## config.mk

```make
export PLATFORM = sky130hd
export DESIGN_NAME = utf8_to_utf16_transcoder
export DESIGN_NICKNAME = d
export VERILOG_FILES = /design/src/rtl/u8u16_pkg.sv /design/src/rtl/utf8_to_utf16_transcoder.sv
export SDC_FILE = /design/constraint.sdc
export NUM_CORES = 1
export LEC_CHECK = 0
export BUFFER_PORTS_ARGS = -buffer_cell sky130_fd_sc_hd__buf_4
export CAP_MARGIN = 15
export CORE_MARGIN = 5
export CORE_UTILIZATION = 50
export DETAILED_ROUTE_END_ITERATION = 6
export PLACE_DENSITY = 0.79
export SYNTH_ARGS = -nofsm -noshare
export SYNTH_HDL_FRONTEND = slang
export SYNTH_SLANG_ARGS = --single-unit
```

## constraint.sdc

```tcl
create_clock -name clk -period 4.3 [get_ports clk]
set_clock_uncertainty 0.2 [all_clocks]
set_input_delay 0.645 -clock clk [delete_from_list [all_inputs] [get_ports clk]]
set_output_delay 0.645 -clock clk [all_outputs]
set_load 0.1 [all_outputs]
```

## src/rtl/u8u16_pkg.sv

```systemverilog
// ----------------------------------------------------------------------------
// UTF-8 to UTF-16 transcoder package
// Shared widths, byte patterns, code point limits and the result record.
// ----------------------------------------------------------------------------
package u8u16_pkg;

	localparam int BYTE_W   = 8;
	localparam int CP_W     = 21;
	localparam int TDATA_W  = 24;   // code point padded to whole bytes
	localparam int TUSER_W  = 3;
	localparam int REM_W    = 2;

	// Lead byte classification: (byte & mask) == pattern.
	localparam logic [BYTE_W-1:0] LEAD1_MASK = 8'h80;
	localparam logic [BYTE_W-1:0] LEAD1_PAT  = 8'h00;
	localparam logic [BYTE_W-1:0] LEAD2_MASK = 8'hE0;
	localparam logic [BYTE_W-1:0] LEAD2_PAT  = 8'hC0;
	localparam logic [BYTE_W-1:0] LEAD3_MASK = 8'hF0;
	localparam logic [BYTE_W-1:0] LEAD3_PAT  = 8'hE0;
	localparam logic [BYTE_W-1:0] LEAD4_MASK = 8'hF8;
	localparam logic [BYTE_W-1:0] LEAD4_PAT  = 8'hF0;

	localparam logic [CP_W-1:0] SURR_LO     = 21'h00D800;
	localparam logic [CP_W-1:0] SURR_HI     = 21'h00DFFF;
	localparam logic [CP_W-1:0] SUPP_BASE   = 21'h010000;
	localparam logic [15:0]     HI_SURR_OFS = 16'hD800;
	localparam logic [15:0]     LO_SURR_OFS = 16'hDC00;

	localparam logic [REM_W-1:0] REM_NONE = 2'd0;
	localparam logic [REM_W-1:0] REM_ONE  = 2'd1;
	localparam logic [REM_W-1:0] REM_TWO  = 2'd2;
	localparam logic [REM_W-1:0] REM_THREE = 2'd3;

	typedef struct packed {
		logic [CP_W-1:0] code_unit;
		logic            unit_valid;
		logic            run_last;
		logic            string_done;
		logic            halted;
	} result_t;

endpackage

```

## src/rtl/utf8_to_utf16_transcoder.sv

```systemverilog
// ----------------------------------------------------------------------------
// UTF-8 to UTF-16 / UTF-32 stream transcoder
// Decodes one UTF-8 byte per transaction and emits UTF-16 units or code points.
// ----------------------------------------------------------------------------
// Path: an accepted byte is held in the input register, then its results move
// into the result register, whose entry 0 is presented on the master side.
// Throughput: one byte per cycle while the master side is ready; a byte that yields
// a surrogate pair holds the input stage while the two-entry result register drains.
// Reset: arst_n clears the decoder state, the input valid flag and the result count
// at once and sets the mode register to UTF-16; s_axis_tready is high out of reset.
module utf8_to_utf16_transcoder (
	input  logic                            clk,
	input  logic                            arst_n,
	// Configuration: bit 0 selects UTF-16 (1) or whole code points (0).
	input  logic                            cfg_we,
	input  logic                            cfg_wdata,
	// Slave side. tdata: data_byte[7:0]. tlast: string_end.
	input  logic                            s_axis_tvalid,
	output logic                            s_axis_tready,
	input  logic [u8u16_pkg::BYTE_W-1:0]    s_axis_tdata,
	input  logic                            s_axis_tlast,
	// Master side. tdata: code_unit[20:0], zero padding[23:21].
	// tuser: unit_valid[0], string_done[1], halted[2]. tlast: run_last.
	output logic                            m_axis_tvalid,
	input  logic                            m_axis_tready,
	output logic [u8u16_pkg::TDATA_W-1:0]   m_axis_tdata,
	output logic [u8u16_pkg::TUSER_W-1:0]   m_axis_tuser,
	output logic                            m_axis_tlast
);
	import u8u16_pkg::*;

	// Mode register.
	logic utf16_mode_q;

	// Input register stage.
	logic              valid_s1;
	logic [BYTE_W-1:0] byte_s1;
	logic              last_s1;

	// Decoder state carried between bytes.
	logic [REM_W-1:0] rem_q;
	logic [CP_W-1:0]  partial_q;
	logic             stopped_q;

	// Result register: up to two pending results, entry 0 is presented.
	logic [1:0] out_cnt_q;
	result_t    ent0_q;
	result_t    ent1_q;

	logic slot_free;
	logic advance;
	logic m_fire;
	logic s_fire;

	// Decode outputs.
	logic [REM_W-1:0] rem_d;
	logic [CP_W-1:0]  partial_d;
	logic             stopped_d;
	logic [1:0]       nres;
	result_t          res0;
	result_t          res1;

	logic             complete;
	logic             halt_now;
	logic [CP_W-1:0]  gathered;
	logic [CP_W-1:0]  cp;
	logic [CP_W-1:0]  supp;
	logic             single_unit;
	logic [15:0]      hi_unit;
	logic [15:0]      lo_unit;

	// Handshake. The input stage moves into the result register whenever the
	// register is empty or its last pending result leaves in this cycle.
	assign m_fire        = m_axis_tvalid && m_axis_tready;
	assign s_fire        = s_axis_tvalid && s_axis_tready;
	assign slot_free     = (out_cnt_q == 2'd0) || ((out_cnt_q == 2'd1) && m_fire);
	assign advance       = valid_s1 && slot_free;
	assign s_axis_tready = !valid_s1 || advance;

	assign m_axis_tvalid = (out_cnt_q != 2'd0);
	assign m_axis_tdata  = {{(TDATA_W-CP_W){1'b0}}, ent0_q.code_unit};
	assign m_axis_tuser  = {ent0_q.halted, ent0_q.string_done, ent0_q.unit_valid};
	assign m_axis_tlast  = ent0_q.run_last;

	// Byte decoder. Continuation bytes contribute their low six bits without
	// any check; a lead byte fixes how many continuations follow.
	always_comb begin
		gathered  = {partial_q[CP_W-7:0], byte_s1[5:0]};
		complete  = 1'b0;
		halt_now  = 1'b0;
		rem_d     = rem_q;
		partial_d = partial_q;
		stopped_d = stopped_q;

		priority if (stopped_q) begin
			// Conversion halted: byte dropped.
		end else if (rem_q != REM_NONE) begin
			partial_d = gathered;
			rem_d     = rem_q - REM_ONE;
			complete  = (rem_q == REM_ONE);
		end else if ((byte_s1 & LEAD1_MASK) == LEAD1_PAT) begin
			partial_d = {{(CP_W-7){1'b0}}, byte_s1[6:0]};
			complete  = 1'b1;
		end else if ((byte_s1 & LEAD2_MASK) == LEAD2_PAT) begin
			partial_d = {{(CP_W-5){1'b0}}, byte_s1[4:0]};
			rem_d     = REM_ONE;
		end else if ((byte_s1 & LEAD3_MASK) == LEAD3_PAT) begin
			partial_d = {{(CP_W-4){1'b0}}, byte_s1[3:0]};
			rem_d     = REM_TWO;
		end else if ((byte_s1 & LEAD4_MASK) == LEAD4_PAT) begin
			partial_d = {{(CP_W-3){1'b0}}, byte_s1[2:0]};
			rem_d     = REM_THREE;
		end else begin
			halt_now = 1'b1;
		end

		// A sequence still open at the end of the string is truncated.
		if (!stopped_q && !complete && !halt_now && last_s1 && (rem_d != REM_NONE)) begin
			halt_now = 1'b1;
		end
		if (halt_now) begin
			stopped_d = 1'b1;
			rem_d     = REM_NONE;
			partial_d = '0;
		end

		// Encoding of a completed code point.
		cp          = partial_d;
		supp        = cp - SUPP_BASE;
		single_unit = !utf16_mode_q || (cp < SURR_LO) || ((cp > SURR_HI) && (cp < SUPP_BASE));
		hi_unit     = HI_SURR_OFS + {6'd0, supp[19:10]};
		lo_unit     = LO_SURR_OFS + {6'd0, supp[9:0]};

		res0 = '0;
		res1 = '0;
		nres = 2'd0;
		if (complete) begin
			res0.unit_valid  = 1'b1;
			res0.string_done = last_s1;
			if (single_unit) begin
				res0.code_unit = utf16_mode_q ? {5'd0, cp[15:0]} : cp;
				res0.run_last  = 1'b1;
				nres           = 2'd1;
			end else begin
				res0.code_unit   = {5'd0, hi_unit};
				res1.code_unit   = {5'd0, lo_unit};
				res1.unit_valid  = 1'b1;
				res1.run_last    = 1'b1;
				res1.string_done = last_s1;
				nres             = 2'd2;
			end
			partial_d = '0;
		end else if (halt_now || last_s1) begin
			// Status-only result: a halt or the end of a string.
			res0.run_last    = 1'b1;
			res0.string_done = last_s1;
			res0.halted      = stopped_d;
			nres             = 2'd1;
		end

		// Everything clears after the final byte of a string.
		if (last_s1) begin
			rem_d     = REM_NONE;
			partial_d = '0;
			stopped_d = 1'b0;
		end
	end

	// Control and decoder state.
	always_ff @(posedge clk or negedge arst_n) begin
		if (!arst_n) begin
			utf16_mode_q <= 1'b1;
			valid_s1     <= 1'b0;
			rem_q        <= REM_NONE;
			partial_q    <= '0;
			stopped_q    <= 1'b0;
			out_cnt_q    <= 2'd0;
		end else begin
			if (cfg_we) begin
				utf16_mode_q <= cfg_wdata;
			end
			if (s_axis_tready) begin
				valid_s1 <= s_axis_tvalid;
			end
			if (advance) begin
				rem_q     <= rem_d;
				partial_q <= partial_d;
				stopped_q <= stopped_d;
				out_cnt_q <= nres;
			end else if (m_fire) begin
				out_cnt_q <= out_cnt_q - 2'd1;
			end
		end
	end

	// Payload registers need no reset.
	always_ff @(posedge clk) begin
		if (s_fire) begin
			byte_s1 <= s_axis_tdata;
			last_s1 <= s_axis_tlast;
		end
		if (advance) begin
			ent0_q <= res0;
			ent1_q <= res1;
		end else if (m_fire && (out_cnt_q == 2'd2)) begin
			ent0_q <= ent1_q;
		end
	end

	// A result that carries a unit never reports a halt.
	a_valid_not_halted: assert property (@(posedge clk) disable iff (!arst_n)
		m_axis_tvalid && m_axis_tuser[0] |-> !m_axis_tuser[2])
		else $error("unit result flagged as halted");

	// A status-only result carries a zero code unit.
	a_status_zero: assert property (@(posedge clk) disable iff (!arst_n)
		m_axis_tvalid && !m_axis_tuser[0] |-> (m_axis_tdata == '0))
		else $error("status result with nonzero code unit");

	// The first half of a pending pair is never the end of its run.
	a_pair_order: assert property (@(posedge clk) disable iff (!arst_n)
		(out_cnt_q == 2'd2) |-> !ent0_q.run_last && ent1_q.run_last)
		else $error("surrogate pair out of order");

	// Decoder state is clean after the final byte of a string.
	a_end_clears: assert property (@(posedge clk) disable iff (!arst_n)
		advance && last_s1 |=> (rem_q == REM_NONE) && !stopped_q && (partial_q == '0))
		else $error("state not cleared at end of string");

endmodule
```

==> flow_summary.toml <==
[die]
fp.dieW_um = 97.4
io_pins = 45
core_um2 = 7330
fp.dieH_um = 97.4
dieArea_um2 = 9480
rows = 31
start_util = 0.520

[clocking]
cts-buffers-inserted = 9
cts_resized = 0
cts_setup_buffers = 0
ctsHoldBuffers = 0
cts_tree = "built"
cts.sinks = 75
clockBufferDepth = 2
htreeDepth = 3
path_clk_slew_ns = 0.08
root_buffer = "clkbuf_8"
worstSkewPairLatency_ns = 0.35

[sta]
setup_viol = 0
finalCritPeriodShare = 0.873
rsz0062_at_grt = "false"
fmax_ghz = 0.266
hold_violations = 0
finalSetupTns_ns = 0
slew_violations = 0
tightest_slew_ns = 0.939
slew_headroom = 0.369
period_minus_slack_ns = 3.75

[global_route]
use_met1 = 0.279
grt_pass1_wl_um = 15700
grtUsageMet3 = 0.0625
grt_use_total = 0.209
grt.busiest_layer = "met2"
grt_pass1_vias = 2947
grt_overflow = 0
met2_usage = 0.325
grt_max_degree = 40
antenna_found_initial = 0

[critical_path]
r2r_setup_slack_ns = 0.55
crit_type = "flip-flop to flip-flop"
critPathRequiredTime_ns = 4.20
cp.depth = 13
cp.arrival_ns = 3.66
critPathMaxStageDelay_ns = 0.52
r2r_end = "ent1_q[1]$_SDFFCE_PN0P_"
r2r_cells = 13
crit_family = "simple AND/OR/NAND/NOR gates"
worstPathCellList = "or3b_4 > a311o_4 > nand2_1 > a22o_1 > nand2_1 > ha_1 > o21ai_0 > o2111ai_1 > nor4_1 > a22o_1 > nand2b_4 > clkinv_2 > and2_1"
crit_path_max_fanout = 14
endpoint_kind = "flip-flop"
startpoint = "rem_q[1]$_DFFE_PN0P_"
critical_path.slowest_cell = "dfrtp_1"
r2r-start = "rem_q[1]$_DFFE_PN0P_"
crit_buf_inv = 1
worstSetupStartpointType = "flip-flop"
cp-endpoint = "ent1_q[1]$_SDFFCE_PN0P_"

[placement]
hpwl_um = 6700
dpl_cell_area_um2 = 4200
io_buffers = 41
routabilityCongestion = 0.982

[routing]
routed_wl_um = 9710
avgViaCountPerCell = 6.20
routedWlPerCell_um = 19.2
num_vias = 3131
firstDrtPassIters = 7
drc = 2
first_iter_violations = 421
ant_nets = 0

[synthesis]
synth-edff-count = 47
yosysTopAreaCellShare = 0.370
syn_inst = 360
synth_area_um2 = 3810
yosysUniqueCellTypes = 61
yosys.area.top_type = "edfxtp_1"
synthArstFlopShare = 0.373
synth_top_flop_cell = "edfxtp_1"
yosysWarnings = 0
syn_avg_cell_area_um2 = 10.6
ys_top_cells_by_area = "edfxtp_1 37%, dfrtp_1 18%, nand2_1 5.2%"
yosysSeqAreaShare = 0.554
synth_seq_cells = 75

[run_status]
outcome = "finished with violations"
violations = "design-rule violations"

[cells_and_area]
mostFrequentLayoutCell = "nand2_1"
design_area_um2 = 4470
syn2layout_area_growth_pct = 17.1
layout-drive-gt1-share = 0.200
final_cell_mix = "53 x nand2_1, 48 x buf_4, 47 x edfxtp_1"
nNetsFinal = 421
diodes = 0

[hold_path]
min_path_type = "input port to async pin"

[flow_run]
maxCapViolations = 0
[layout make-up]
type / count / area (um2)
inverter: 16 / 61.3
timing repair buffer: 49 / 375
fill: 579 / 2860
multi-input combinational: 250 / 1540
clock buffer: 10 / 128
clock inverter: 6 / 129
sequential: 75 / 2110
tap: 99 / 124
[cells by family (layout without fill, tap and decap cells)]
kind of cell             after synthesis  count (layout)  share of synthesized area
multiplexers                          11              11                     0.0295
flip-flops                            75              75                      0.554
AND/OR/NAND/NOR                      125             125                      0.160
buffers and inverters                 37              81                     0.0462
AO/OA/AOI/OAI                        103             103                      0.186
other                                  1               3                   0.000983
adder cells (fa/ha/maj)                5               5                     0.0164
XOR/XNOR                               3               3                    0.00689
[worst reg2reg max path, cell delays in order, from the launching register on]
cell and delay (ns):
dfrtp_1 0.52, or3b_4 0.48, a311o_4 0.38, nand2_1 0.12, a22o_1 0.14, nand2_1 0.13
ha_1 0.23, o21ai_0 0.08, o2111ai_1 0.13, nor4_1 0.20, a22o_1 0.31, nand2b_4 0.27
clkinv_2 0.12, and2_1 0.19
[synthesized netlist by cell type, drive strengths merged, types with 4 or more instances]
| cell type | n |
|---|---|
| nand2 | 53 |
| nor3 | 11 |
| dfrtp | 27 |
| buf | 9 |
| clkbuf | 12 |
| mux2i | 9 |
| nor2 | 21 |
| o21ai | 35 |
| and2 | 7 |
| nand3 | 8 |
| a21oi | 17 |
| a22o | 15 |
| nand2b | 4 |
| a22oi | 7 |
| edfxtp | 47 |
| inv | 14 |
| ha | 5 |
[layer usage]
metal | vias up | part of all wire
met5 | - | 0
met1 | 1456 | 0.39
met3 | 29 | 0.12
li1 | 1403 | -
met4 | 0 | 0.027
met2 | 243 | 0.46
[worst min-delay path by stage]
stage               slack [ns]                       from                         to
floorplan                 0.15                     arst_n   out_cnt_q[0]$_DFFE_PN0P_
global placement          0.30  partial_q[15]$_DFFE_PN0P_  partial_q[15]$_DFFE_PN0P_
detailed placement        0.32       valid_s1$_DFFE_PN0N_       valid_s1$_DFFE_PN0N_
CTS                       0.02                     arst_n   partial_q[9]$_DFFE_PN0P_
global route              0.03                     arst_n       valid_s1$_DFFE_PN0N_
finish                    0.01                     arst_n   partial_q[9]$_DFFE_PN0P_
[registers in the layout, indices dropped and copies added (netlist names)]
signal	flops
byte_s1	8
stopped_q	1
m_axis_tdata	21
valid_s1	1
m_axis_tuser	3
out_cnt_q	2
utf16_mode_q	1
partial_q	21
m_axis_tlast	1
rem_q	2
last_s1	1
ent1_q	13
[stage by stage]
| stage | setup slack [ns] | cells | hold slack (ns) | util |
|---|---|---|---|---|
| after detailed placement | 0.613 | 488 | 0.316 | 0.572 |
| after global placement | 0.733 | 488 | 0.295 | 0.572 |
| final | 0.545 | 505 | 0.0127 | 0.609 |
| after global routing | 0.376 | 505 | 0.0298 | 0.609 |
| after CTS | 0.599 | 504 | 0.0164 | 0.607 |
| after floorplan | 0.355 | 362 | 0.149 | - |
Power is left out: the tool's default activity adds up to more than one toggle a clock period on the data nets, which glitch-free logic cannot reach.
